**src/sv/swrp_pkg.sv**
```systemverilog
// Shared constants and types of the sliding window rank pattern block.
`default_nettype none

package swrp_pkg;

   localparam int MAX_ORDER_DEF   = 8;
   localparam int SAMPLE_BITS_DEF = 16;
   localparam int CSR_W           = 4;

   localparam logic [CSR_W-1:0] WINDOW_LEN_RST = 4'd8;

   typedef enum logic [3:0] {
      ST_IDLE,
      ST_PREP,
      ST_RB_A,
      ST_RB_V,
      ST_RB_B,
      ST_DROP,
      ST_DROPV,
      ST_SWEEP,
      ST_NEW
   } state_type;

endpackage

`default_nettype wire

```
**src/sv/sliding_window_rank_pattern.sv**
```systemverilog
// Top level: sliding window rank pattern, sample and rank memories with sequencer.
//
// Input channel req_: one signed sample per beat, req_restart clears the window first.
// Result channel rsp_: once the window holds window_len samples, every sample gives
// window_len beats, position 0 (oldest) first, each with that position's rank;
// rsp_last marks the final beat of the pattern.
// csr_: write of window_len (clamped to 2..MAX_ORDER), always ready; write only when idle.
// Ranks are kept in a rank memory beside the sample ring and updated per sample by
// removing the dropped sample's comparison and adding the new one's. Each sample passes
// through setup (accept, prepare, drop read), a step to take the dropped sample when
// one leaves the window, one cycle per surviving sample unless the receiver stalls
// (one memory read each, the read port sets the pace), a step to drain the last read
// and one to store the new sample. No further sample is accepted until it is stored.
// The first sample after a csr write rebuilds the ranks of the held window first. A
// stalled receiver holds the sweep; the output register keeps its beat until taken,
// and a new sample is accepted while it waits.
// Reset empties the window and sets window_len to 8; memories are not cleared.
`default_nettype none

module sliding_window_rank_pattern #(
   parameter int MAX_ORDER   = swrp_pkg::MAX_ORDER_DEF,
   parameter int SAMPLE_BITS = swrp_pkg::SAMPLE_BITS_DEF
) (
   input  wire logic                              clock,
   input  wire logic                              reset,
   input  wire logic                              req_valid,
   output logic                                   req_ready,
   input  wire logic signed [SAMPLE_BITS-1:0]     req_sample,
   input  wire logic                              req_restart,
   output logic                                   rsp_valid,
   input  wire logic                              rsp_ready,
   output logic [$clog2(MAX_ORDER)-1:0]           rsp_position,
   output logic [$clog2(MAX_ORDER)-1:0]           rsp_rank,
   output logic                                   rsp_last,
   input  wire logic                              csr_valid,
   output logic                                   csr_ready,
   input  wire logic [swrp_pkg::CSR_W-1:0]        csr_window_len
);

   localparam int PW = $clog2(MAX_ORDER);
   localparam int CW = $clog2(MAX_ORDER + 1);
   localparam int XW = (CW > swrp_pkg::CSR_W) ? CW : swrp_pkg::CSR_W;

   function automatic logic [PW-1:0] slot_of(input logic [PW-1:0] ptr,
                                             input logic [CW-1:0] n,
                                             input logic [CW-1:0] k);
      logic [CW:0] s;
      s = (CW+1)'(ptr) + (CW+1)'(MAX_ORDER) - (CW+1)'(n) + (CW+1)'(k);
      if (s >= (CW+1)'(MAX_ORDER)) begin
         s = s - (CW+1)'(MAX_ORDER);
      end
      return PW'(s);
   endfunction

   swrp_pkg::state_type state_ff, state_in;

   logic [swrp_pkg::CSR_W-1:0] len_ff;
   logic                       rebuild_ff, rebuild_in;
   logic [SAMPLE_BITS-1:0]     x_ff, x_in;
   logic [PW-1:0]              wr_ptr_ff, wr_ptr_in;
   logic [CW-1:0]              fill_ff, fill_in;
   logic [PW-1:0]              idx_ff, idx_in;
   logic [PW-1:0]              cnt_ff, cnt_in;
   logic [SAMPLE_BITS-1:0]     drop_val_ff, drop_val_in;
   logic                       rd_pend_ff, rd_pend_in;
   logic [PW-1:0]              rd_idx_ff, rd_idx_in;
   logic [PW-1:0]              rd_slot_ff, rd_slot_in;
   logic [PW-1:0]              a_ff, a_in;
   logic [PW-1:0]              b_ff, b_in;
   logic [SAMPLE_BITS-1:0]     va_ff, va_in;
   logic [PW-1:0]              acc_ff, acc_in;

   logic [SAMPLE_BITS-1:0]     samp_mem_ff [MAX_ORDER];
   logic [PW-1:0]              rank_mem_ff [MAX_ORDER];
   logic [SAMPLE_BITS-1:0]     samp_rd_ff;
   logic [PW-1:0]              rank_rd_ff;

   logic                       rsp_valid_ff;
   logic [PW-1:0]              rsp_position_ff;
   logic [PW-1:0]              rsp_rank_ff;
   logic                       rsp_last_ff;

   logic [XW-1:0]              len_x;
   logic [CW-1:0]              eff_len, n_c, m_c;
   logic                       drop_c, emit_c, out_free;

   logic                       rd_en, samp_we, rank_we;
   logic [PW-1:0]              rd_addr, rank_wa, rank_wd;
   logic                       out_load, out_last;
   logic [PW-1:0]              out_pos, out_rank;
   logic                       rb_hit, consume, issue, d_hit, n_hit;
   logic [PW-1:0]              acc_sum, upd_rank;
   logic [PW:0]                upd_wide;

   always_comb begin
      len_x = XW'(len_ff);
      if (len_x < XW'(2)) begin
         eff_len = CW'(2);
      end else if (len_x > XW'(MAX_ORDER)) begin
         eff_len = CW'(MAX_ORDER);
      end else begin
         eff_len = CW'(len_x);
      end
      n_c      = (fill_ff < eff_len) ? fill_ff : eff_len;
      m_c      = (fill_ff < eff_len) ? fill_ff : eff_len - CW'(1);
      drop_c   = (fill_ff >= eff_len);
      emit_c   = (fill_ff >= eff_len - CW'(1));
      out_free = !rsp_valid_ff || rsp_ready;
   end

   always_comb begin
      rb_hit = 1'b0;
      if (b_ff < a_ff) begin
         rb_hit = ($signed(samp_rd_ff) <= $signed(va_ff));
      end else if (b_ff > a_ff) begin
         rb_hit = ($signed(samp_rd_ff) < $signed(va_ff));
      end
      acc_sum  = acc_ff + PW'(rb_hit);
      d_hit    = drop_c && ($signed(drop_val_ff) <= $signed(samp_rd_ff));
      n_hit    = ($signed(x_ff) < $signed(samp_rd_ff));
      upd_wide = {1'b0, rank_rd_ff} - (PW+1)'(d_hit) + (PW+1)'(n_hit);
      upd_rank = PW'(upd_wide);
   end

   assign req_ready = (state_ff == swrp_pkg::ST_IDLE);
   assign csr_ready = 1'b1;

   always_comb begin
      state_in    = state_ff;
      rebuild_in  = rebuild_ff;
      x_in        = x_ff;
      wr_ptr_in   = wr_ptr_ff;
      fill_in     = fill_ff;
      idx_in      = idx_ff;
      cnt_in      = cnt_ff;
      drop_val_in = drop_val_ff;
      rd_pend_in  = rd_pend_ff;
      rd_idx_in   = rd_idx_ff;
      rd_slot_in  = rd_slot_ff;
      a_in        = a_ff;
      b_in        = b_ff;
      va_in       = va_ff;
      acc_in      = acc_ff;
      rd_en       = 1'b0;
      rd_addr     = '0;
      samp_we     = 1'b0;
      rank_we     = 1'b0;
      rank_wa     = '0;
      rank_wd     = '0;
      out_load    = 1'b0;
      out_pos     = '0;
      out_rank    = '0;
      out_last    = 1'b0;
      consume     = 1'b0;
      issue       = 1'b0;

      case (state_ff)
         swrp_pkg::ST_IDLE: begin
            if (req_valid) begin
               x_in = req_sample;
               if (req_restart) begin
                  fill_in = '0;
               end
               state_in = swrp_pkg::ST_PREP;
            end
         end
         swrp_pkg::ST_PREP: begin
            if (rebuild_ff && (n_c >= CW'(2))) begin
               a_in     = '0;
               state_in = swrp_pkg::ST_RB_A;
            end else begin
               rebuild_in = 1'b0;
               state_in   = swrp_pkg::ST_DROP;
            end
         end
         swrp_pkg::ST_RB_A: begin
            rd_en    = 1'b1;
            rd_addr  = slot_of(wr_ptr_ff, n_c, CW'(a_ff));
            state_in = swrp_pkg::ST_RB_V;
         end
         swrp_pkg::ST_RB_V: begin
            va_in    = samp_rd_ff;
            acc_in   = '0;
            b_in     = '0;
            rd_en    = 1'b1;
            rd_addr  = slot_of(wr_ptr_ff, n_c, '0);
            state_in = swrp_pkg::ST_RB_B;
         end
         swrp_pkg::ST_RB_B: begin
            if (CW'(b_ff) == n_c - CW'(1)) begin
               rank_we = 1'b1;
               rank_wa = slot_of(wr_ptr_ff, n_c, CW'(a_ff));
               rank_wd = acc_sum;
               if (CW'(a_ff) == n_c - CW'(1)) begin
                  rebuild_in = 1'b0;
                  state_in   = swrp_pkg::ST_DROP;
               end else begin
                  a_in     = a_ff + PW'(1);
                  state_in = swrp_pkg::ST_RB_A;
               end
            end else begin
               acc_in  = acc_sum;
               b_in    = b_ff + PW'(1);
               rd_en   = 1'b1;
               rd_addr = slot_of(wr_ptr_ff, n_c, CW'(b_ff) + CW'(1));
            end
         end
         swrp_pkg::ST_DROP: begin
            cnt_in = '0;
            idx_in = '0;
            if (drop_c) begin
               rd_en    = 1'b1;
               rd_addr  = slot_of(wr_ptr_ff, n_c, '0);
               state_in = swrp_pkg::ST_DROPV;
            end else begin
               state_in = swrp_pkg::ST_SWEEP;
            end
         end
         swrp_pkg::ST_DROPV: begin
            drop_val_in = samp_rd_ff;
            state_in    = swrp_pkg::ST_SWEEP;
         end
         swrp_pkg::ST_SWEEP: begin
            consume = rd_pend_ff && (!emit_c || out_free);
            if (consume) begin
               rank_we = 1'b1;
               rank_wa = rd_slot_ff;
               rank_wd = upd_rank;
               cnt_in  = cnt_ff + PW'($signed(samp_rd_ff) <= $signed(x_ff));
               if (emit_c) begin
                  out_load = 1'b1;
                  out_pos  = rd_idx_ff;
                  out_rank = upd_rank;
               end
            end
            issue = (CW'(idx_ff) < m_c) && (!rd_pend_ff || consume);
            if (issue) begin
               rd_en      = 1'b1;
               rd_addr    = slot_of(wr_ptr_ff, n_c, CW'(idx_ff) + CW'(drop_c));
               rd_slot_in = rd_addr;
               rd_idx_in  = idx_ff;
               idx_in     = idx_ff + PW'(1);
            end
            rd_pend_in = issue || (rd_pend_ff && !consume);
            if (!rd_pend_in) begin
               state_in = swrp_pkg::ST_NEW;
            end
         end
         swrp_pkg::ST_NEW: begin
            if (!emit_c || out_free) begin
               samp_we = 1'b1;
               rank_we = 1'b1;
               rank_wa = wr_ptr_ff;
               rank_wd = cnt_ff;
               if (emit_c) begin
                  out_load = 1'b1;
                  out_pos  = PW'(m_c);
                  out_rank = cnt_ff;
                  out_last = 1'b1;
               end
               wr_ptr_in = (wr_ptr_ff == PW'(MAX_ORDER - 1)) ? '0 : wr_ptr_ff + PW'(1);
               fill_in   = (fill_ff == CW'(MAX_ORDER)) ? fill_ff : fill_ff + CW'(1);
               state_in  = swrp_pkg::ST_IDLE;
            end
         end
         default: begin
            state_in = swrp_pkg::ST_IDLE;
         end
      endcase

      if (csr_valid) begin
         rebuild_in = 1'b1;
      end
   end

   always_ff @(posedge clock) begin
      if (reset) begin
         state_ff   <= swrp_pkg::ST_IDLE;
         len_ff     <= swrp_pkg::WINDOW_LEN_RST;
         rebuild_ff <= 1'b0;
         wr_ptr_ff  <= '0;
         fill_ff    <= '0;
         rd_pend_ff <= 1'b0;
      end else begin
         state_ff   <= state_in;
         rebuild_ff <= rebuild_in;
         wr_ptr_ff  <= wr_ptr_in;
         fill_ff    <= fill_in;
         rd_pend_ff <= rd_pend_in;
         if (csr_valid) begin
            len_ff <= csr_window_len;
         end
      end
   end

   always_ff @(posedge clock) begin
      x_ff        <= x_in;
      idx_ff      <= idx_in;
      cnt_ff      <= cnt_in;
      drop_val_ff <= drop_val_in;
      rd_idx_ff   <= rd_idx_in;
      rd_slot_ff  <= rd_slot_in;
      a_ff        <= a_in;
      b_ff        <= b_in;
      va_ff       <= va_in;
      acc_ff      <= acc_in;
   end

   always_ff @(posedge clock) begin
      if (samp_we) begin
         samp_mem_ff[wr_ptr_ff] <= x_ff;
      end
      if (rd_en) begin
         samp_rd_ff <= samp_mem_ff[rd_addr];
      end
   end

   always_ff @(posedge clock) begin
      if (rank_we) begin
         rank_mem_ff[rank_wa] <= rank_wd;
      end
      if (rd_en) begin
         rank_rd_ff <= rank_mem_ff[rd_addr];
      end
   end

   always_ff @(posedge clock) begin
      if (reset) begin
         rsp_valid_ff <= 1'b0;
      end else if (out_load) begin
         rsp_valid_ff <= 1'b1;
      end else if (rsp_ready) begin
         rsp_valid_ff <= 1'b0;
      end
   end

   always_ff @(posedge clock) begin
      if (out_load) begin
         rsp_position_ff <= out_pos;
         rsp_rank_ff     <= out_rank;
         rsp_last_ff     <= out_last;
      end
   end

   assign rsp_valid    = rsp_valid_ff;
   assign rsp_position = rsp_position_ff;
   assign rsp_rank     = rsp_rank_ff;
   assign rsp_last     = rsp_last_ff;

   a_pend_in_sweep: assert property (@(posedge clock) disable iff (reset)
      rd_pend_ff |-> (state_ff == swrp_pkg::ST_SWEEP))
      else $error("read pending outside sweep");

   a_accept_prep: assert property (@(posedge clock) disable iff (reset)
      (req_valid && req_ready) |=> (state_ff == swrp_pkg::ST_PREP))
      else $error("accepted sample not taken into setup");

   a_fill_bound: assert property (@(posedge clock) disable iff (reset)
      fill_ff <= CW'(MAX_ORDER))
      else $error("fill count beyond window depth");

   a_no_overwrite: assert property (@(posedge clock) disable iff (reset)
      out_load |-> (!rsp_valid_ff || rsp_ready))
      else $error("held result beat overwritten");

   a_sweep_index: assert property (@(posedge clock) disable iff (reset)
      (state_ff == swrp_pkg::ST_SWEEP) |-> (CW'(idx_ff) <= m_c))
      else $error("sweep index past survivors");

endmodule

`default_nettype wire
```
**config.mk**
```make
export PLATFORM = sky130hd
export DESIGN_NAME = sliding_window_rank_pattern
export DESIGN_NICKNAME = d
export VERILOG_FILES = /design/src/sv/swrp_pkg.sv /design/src/sv/sliding_window_rank_pattern.sv
export SDC_FILE = /design/constraint.sdc
export NUM_CORES = 1
export LEC_CHECK = 0
export ABC_AREA = 1
export BUFFER_PORTS_ARGS = -buffer_cell sky130_fd_sc_hd__buf_2
export CAP_MARGIN = 20
export CORE_MARGIN = 3
export CORE_UTILIZATION = 60
export CTS_BUF_LIST = sky130_fd_sc_hd__clkbuf_8
export DETAILED_ROUTE_END_ITERATION = 6
export PLACE_DENSITY_LB_ADDON = 0.08
export SYNTH_ARGS = -nofsm -noshare
export SYNTH_HDL_FRONTEND = slang
export SYNTH_SLANG_ARGS = --single-unit
```
**constraint.sdc**
```tcl
create_clock -name clock -period 5.05 [get_ports clock]
set_clock_uncertainty 0.15 [all_clocks]
set_input_delay 0.505 -clock clock [delete_from_list [all_inputs] [get_ports clock]]
set_output_delay 0.505 -clock clock [all_outputs]
set_load 0.03 [all_outputs]
```
==> flow_metrics.py, run 1 <==
metrics = {
    "outcome": {
        "outcome": "finished clean",
    },
    "clock_tree": {
        "clock-sinks": 265,
        "clockBufferDepth": 3,
        "numCtsBuffers": 45,
        "cts_tree": "done",
        "htreeDepth": 2,
        "clkLatencyLatePin_ns": 0.56,
        "clock-root-buffer": "clkbuf_8",
        "clkSlewWorstSetupHoldPaths_ns": 0.06,
    },
    "timing": {
        "fin_crit_sh": 0.918,
        "worst_slew_pin_slew_ns": 0.743,
        "fmax_mhz": 216,
        "fin_crit_ns": 4.64,
        "relSlewSlack": 0.502,
        "rsz0062_at_grt": "no",
        "hold_viol_final": 0,
        "setup_slack_ns": 0.414,
        "finalSetupViolations": 0,
        "slew_viol_final": 0,
    },
    "critical_path": {
        "max_stage_delay_ns": 0.47,
        "crit_top_cell": "nand2_1",
        "cp_max_fo": 19,
        "rrSetupSlack_ns": 0.41,
        "r2r-end": "samp_rd_ff[2]",
        "worst-path-buf-inv": 5,
        "start_kind": "flip-flop",
        "crit_slowest_cell": "fa_1",
        "r2r-start": "len_ff[2]",
        "rr_worst_depth": 25,
        "critPathKind": "flip-flop to flip-flop",
        "cpLargestDelayFamily": "simple AND/OR/NAND/NOR gates",
        "arrival_ns": 4.91,
        "cp.required_ns": 5.32,
        "cp-end-kind": "flip-flop",
    },
    "synth": {
        "synth_commonest_cells": "inv_1, nand2_1, edfxtp_1",
        "syn_area_per_cell_um2": 9.81,
        "synth_area_leader_cell": "edfxtp_1",
        "synthFlopType": "edfxtp_1",
        "ys_types": 51,
        "synth_top_area_share": 0.548,
        "ys.warnings.count": 0,
        "netlist_area_um2": 13500,
        "synth.area.top_cells": "edfxtp_1, inv_1, nand2_1",
        "synth-seq-cells": 265,
        "async_flop_share": 0,
        "synth-edff-count": 247,
        "synthMostInstantiatedCell": "inv_1",
        "seq_area_frac_synth": 0.575,
        "synth_cells": 1379,
    },
    "floorplan": {
        "num_rows": 54,
        "die_w_um": 156,
        "ioPinCount": 36,
        "die_h_um": 156,
        "die-area_um2": 24400,
        "initial_utilization": 0.614,
        "core_um2": 22000,
    },
    "placed_design": {
        "pre_cts_slack_ns": -0.0898,
        "place.gp.congestion": 0.969,
        "hpwlAfterDp_um": 20000,
        "numPortBuffers": 34,
    },
    "finish": {
        "fin_nets": 1575,
        "multi_input_area_um2": 4430,
        "syn2layout_area_growth_pct": 11.4,
        "drive_above_1_share": 0.105,
        "n_fill_cell": 1711,
        "seqCellArea_um2": 7780,
        "postLayoutCoreUtil": 0.685,
        "n_antenna_cell": 0,
    },
    "routing": {
        "route.vias.total": 9600,
        "vias_per_cell": 5.39,
        "drt_first_pass_iters": 6,
        "wl_per_cell_um": 17.4,
        "drt_iter0_drc": 848,
        "final_antenna_net_count": 0,
        "remaining_drc_errors": 0,
        "finalWirelength_um": 30900,
    },
    "global_route": {
        "grtUsageTotal": 0.261,
        "grt_pass1_vias": 9503,
        "grt_max_degree": 77,
        "grt-ovfl-total": 0,
        "grt_pass1_wl_um": 49400,
        "antenna_found_initial": 0,
    },
    "pwr": {
        "p_per_area_nw_per_um2": 486,
        "total_power_uw": 7330,
        "peakVddDrop_mv": 0.309,
        "p_leak_uw": 0.00692,
    },
    "min_path": {
        "min-delay-start": "req_sample[13]",
        "hold_class": "primary input to flip-flop",
        "holdPathEnd": "x_ff[13]",
        "min_path_cells": 1,
    },
    "job": {
        "max_cap_violations": 0,
    },
}
[stage by stage]
| step | TNS, ns | std cells | cell area (µm²) | hold WS (ns) |
|---|---|---|---|---|
| detailed placement | -1.10 | 1681 | 14100 | 0.329 |
| global placement | 0 | 1681 | 14100 | 0.318 |
| finish | 0 | 1780 | 15100 | 0.0117 |
| CTS | 0 | 1778 | 15100 | 0.00175 |
| global route | 0 | 1780 | 15100 | 0.0106 |
| floorplan | 0 | 1380 | 13500 | 0.297 |
[layer usage]
layer,routed length [µm],up-vias,global-route usage
li1,-,4695,-
met1,13300,4515,0.354
met2,14800,323,0.423
met3,1840,67,0.0469
met4,941,0,0.104
met5,0,-,0
[how the worst max path moves through the flow]
stage | startpoint | end | slack, ns | cells after the start
floorplan | len_ff[2] | rank_rd_ff[0] | 0.84 | 22
global placement | len_ff[2] | rank_rd_ff[2] | 0.14 | 23
detailed placement | len_ff[2] | samp_rd_ff[2] | -0.09 | 23
CTS | len_ff[2] | samp_rd_ff[2] | 0.16 | 23
global route | len_ff[2] | rank_rd_ff[0] | 0.11 | 25
finish | len_ff[2] | samp_rd_ff[2] | 0.41 | 25
[cell families after synthesis]
kind of cell	count (synthesis)	synth area share
other	1	0.000277
buffers and inverters	336	0.100
XOR/XNOR	17	0.0116
flip-flops	265	0.575
AO/OA/AOI/OAI	96	0.0432
AND/OR/NAND/NOR	580	0.189
adder cells (fa/ha/maj)	84	0.0810
[cells in the final DEF (no fill, tap or decap), types with 4 or more instances in the layout]
cell type and instances:
nor3_1 9, buf_12 5, fa_1 6, o21ai_0 27, nand4_1 9, edfxtp_1 247
nand2_1 279, clkbuf_8 46, xnor2_1 9, clkinv_1 11, inv_2 7, nor2_1 66
inv_1 308, buf_4 22, o211ai_1 5, nand3_1 180, buf_2 34, clkinv_2 4
a21oi_1 31, nand2_4 6, xor2_1 7, dfxtp_1 18, nor2_2 11, dlygate4sd3_1 15
nand2_2 9, ha_1 78
[where the power goes]
group | internal (µW) | switching (µW)
Combinational | 880 | 1630
Clock | 901 | 855
Sequential | 2800 | 270
[timing repair]
action	CTS	global route
gates resized for setup	1	0
pin swaps	0	1
hold buffers	15	0
hold endpoints to repair	15	0
buffers inserted	0	2
endpoints found under the setup margin	19	19
[area by class of cell]
class / count / share of cell area
timing repair buffer: 76 / 0.0388
tap: 280 / 0.0232
sequential: 265 / 0.516
inverter: 298 / 0.0742
multi-input combinational: 779 / 0.294
clock inverter: 36 / 0.0120
clock buffer: 46 / 0.0420
[registers in the layout, indices dropped and copies added, names as in the netlist, 4 cells and up]
register / cells
samp_mem_ff: 128
rank_mem_ff: 24
drop_val_ff: 16
samp_rd_ff: 16
va_ff: 16
x_ff: 16
fill_ff: 4
len_ff: 4
state_ff: 4
No activity file was read; power rests on OpenSTA's default activity.
==> run 2: changes to the inputs <==
--- a/config.mk
+++ b/config.mk
@@ -6,13 +6,14 @@
 export NUM_CORES = 1
 export LEC_CHECK = 0
 export ABC_AREA = 1
-export BUFFER_PORTS_ARGS = -buffer_cell sky130_fd_sc_hd__buf_2
 export CAP_MARGIN = 20
 export CORE_MARGIN = 3
 export CORE_UTILIZATION = 60
 export CTS_BUF_LIST = sky130_fd_sc_hd__clkbuf_8
 export DETAILED_ROUTE_END_ITERATION = 6
+export DONT_BUFFER_PORTS = 1
 export PLACE_DENSITY_LB_ADDON = 0.08
+export SKIP_CTS_REPAIR_TIMING = 1
 export SYNTH_ARGS = -nofsm -noshare
 export SYNTH_HDL_FRONTEND = slang
 export SYNTH_SLANG_ARGS = --single-unit
==> flow_metrics.py, run 2 (synthesis results as in run 1) <==
metrics = {
    "min_path": {
        "hold_class": "primary input to flip-flop",
        "min_path_cells": 2,
        "holdPathEnd": "len_ff[2]",
        "min-delay-start": "csr_valid",
    },
    "floorplan": {
        "die-area_um2": 24400,
        "die_h_um": 156,
        "die_w_um": 156,
        "initial_utilization": 0.614,
        "ioPinCount": 36,
        "core_um2": 22000,
        "num_rows": 54,
    },
    "timing": {
        "hold_viol_final": 0,
        "fin_crit_ns": 4.67,
        "fmax_mhz": 214,
        "slew_viol_final": 0,
        "worst_slew_pin_slew_ns": 0.852,
        "tns_ns": 0,
        "relSlewSlack": 0.432,
        "rsz0062_at_grt": "no",
        "finalSetupViolations": 0,
        "fin_crit_sh": 0.925,
    },
    "finish": {
        "n_antenna_cell": 0,
        "final_cell_mix": "inv_1, nand2_1, edfxtp_1",
        "multi_input_area_um2": 4430,
        "largest_reg_flops": 128,
        "largestRegisters": "samp_mem_ff x128, rank_mem_ff x24",
        "largest_register": "samp_mem_ff",
        "postLayoutCoreUtil": 0.678,
        "fin_nets": 1547,
        "syn2layout_area_growth_pct": 10.3,
        "final_common_cell": "inv_1",
        "drive_above_1_share": 0.0851,
        "n_fill_cell": 1709,
        "seqCellArea_um2": 7780,
    },
    "outcome": {
        "outcome": "finished clean",
    },
    "clock_tree": {
        "clkSlewWorstSetupHoldPaths_ns": 0.05,
        "htreeDepth": 2,
        "clock-root-buffer": "clkbuf_8",
        "clock-sinks": 265,
        "numCtsBuffers": 45,
        "clkLatencyLatePin_ns": 0.55,
        "cts_tree": "done",
        "clockBufferDepth": 3,
    },
    "critical_path": {
        "start_kind": "flip-flop",
        "r2r-end": "samp_rd_ff[11]",
        "cp.required_ns": 5.31,
        "rrSetupSlack_ns": 0.38,
        "crit_slowest_cell": "fa_1",
        "r2r-start": "len_ff[2]",
        "crit_chain": "or2_1 > o21ai_1 > nand2_1 > ha_1 > a21oi_2 > nand3_1 > nand2_2 > inv_2 > ha_1 > fa_1 > inv_1 > fa_1 > a22oi_1 > nand2_1 > nor2_2 > buf_4 > nand3_1 > nand2_1 > nand2_1 > nand2_1",
        "cp-end-kind": "flip-flop",
        "rr_worst_depth": 20,
        "cp_max_fo": 29,
        "crit_top_cell": "nand2_1",
        "arrival_ns": 4.94,
        "critPathKind": "flip-flop to flip-flop",
        "max_stage_delay_ns": 0.52,
    },
    "global_route": {
        "antenna_found_initial": 0,
        "grt_max_degree": 77,
        "grt-ovfl-total": 0,
        "grt_pass1_vias": 9056,
        "grt_pass1_wl_um": 48400,
        "grtUsageTotal": 0.255,
    },
    "routing": {
        "remaining_drc_errors": 0,
        "drt_first_pass_iters": 5,
        "route.vias.total": 9429,
        "wl_per_cell_um": 17.6,
        "finalWirelength_um": 30700,
        "vias_per_cell": 5.39,
        "drt_iter0_drc": 685,
        "final_antenna_net_count": 0,
    },
    "pwr": {
        "p_leak_uw": 0.00680,
        "switching_share": 0.373,
        "p_per_area_nw_per_um2": 487,
        "pwr-share-comb": 0.337,
        "p_clk_frac": 0.237,
        "p_switching_uw": 2710,
        "p_seq_frac": 0.426,
        "peakVddDrop_mv": 0.357,
        "cell_internal_pwr_uw": 4560,
    },
    "placed_design": {
        "numPortBuffers": 0,
        "place.gp.congestion": 0.908,
        "hpwlAfterDp_um": 20400,
    },
    "job": {
        "max_cap_violations": 0,
    },
}
## run 2: worst max-delay path by stage
stage               startpoint        endpoint  cells past startpoint
finish               len_ff[2]  samp_rd_ff[11]                     20
CTS                  len_ff[2]  samp_rd_ff[11]                     21
global route         len_ff[2]  samp_rd_ff[11]                     24
global placement     len_ff[2]   samp_rd_ff[7]                     21
detailed placement   len_ff[2]  samp_rd_ff[11]                     21
floorplan            len_ff[2]   rank_rd_ff[0]                     22
## run 2: worst max-delay path, delay by kind of cell, from the launching register on
| kind | cells | cell delay [ns] |
|---|---|---|
| and+or+nand+nor | 10 | 1.43 |
| adders and majority gates | 4 | 1.40 |
| DFF | 1 | 0.34 |
| buffers and inverters | 3 | 0.56 |
| AOI/OAI and AO/OA | 3 | 0.66 |
## run 2: cell type report
class,count,area share
multi-input combinational,779,0.297
tap,280,0.0235
clock buffer,46,0.0424
timing repair buffer,48,0.0302
clock inverter,32,0.0112
sequential,265,0.521
inverter,298,0.0751
## run 2: layer usage
layer / wire length (µm) / GRT usage
met4: 948 / 0.0871
met1: 13500 / 0.356
met2: 14300 / 0.412
met3: 1980 / 0.0430
met5: 0 / 0
## run 2: through the flow
| stage | setup WS (ns) | area [µm²] | cells | total power (µW) | hold WS, ns |
|---|---|---|---|---|---|
| after detailed placement | 0.303 | 13900 | 1649 | 5560 | 0.315 |
| after floorplan | 0.842 | 13500 | 1380 | 4790 | 0.297 |
| final | 0.379 | 14900 | 1748 | 7270 | 0.0179 |
| after global routing | 0.0230 | 14900 | 1748 | 7780 | 0.0432 |
| after global placement | 0.481 | 13900 | 1649 | 5470 | 0.313 |
| after CTS | 0.280 | 14700 | 1727 | 7290 | -0.166 |
## run 2: power by group through the flow
stage | Combinational, µW | Clock [µW] | Sequential (µW)
after CTS | 2430 | 1760 | 3090
after detailed placement | 2420 | 0 | 3140
after floorplan | 1800 | 0 | 2980
after global placement | 2340 | 0 | 3130
after global routing | 2790 | 1880 | 3120
final | 2450 | 1720 | 3090
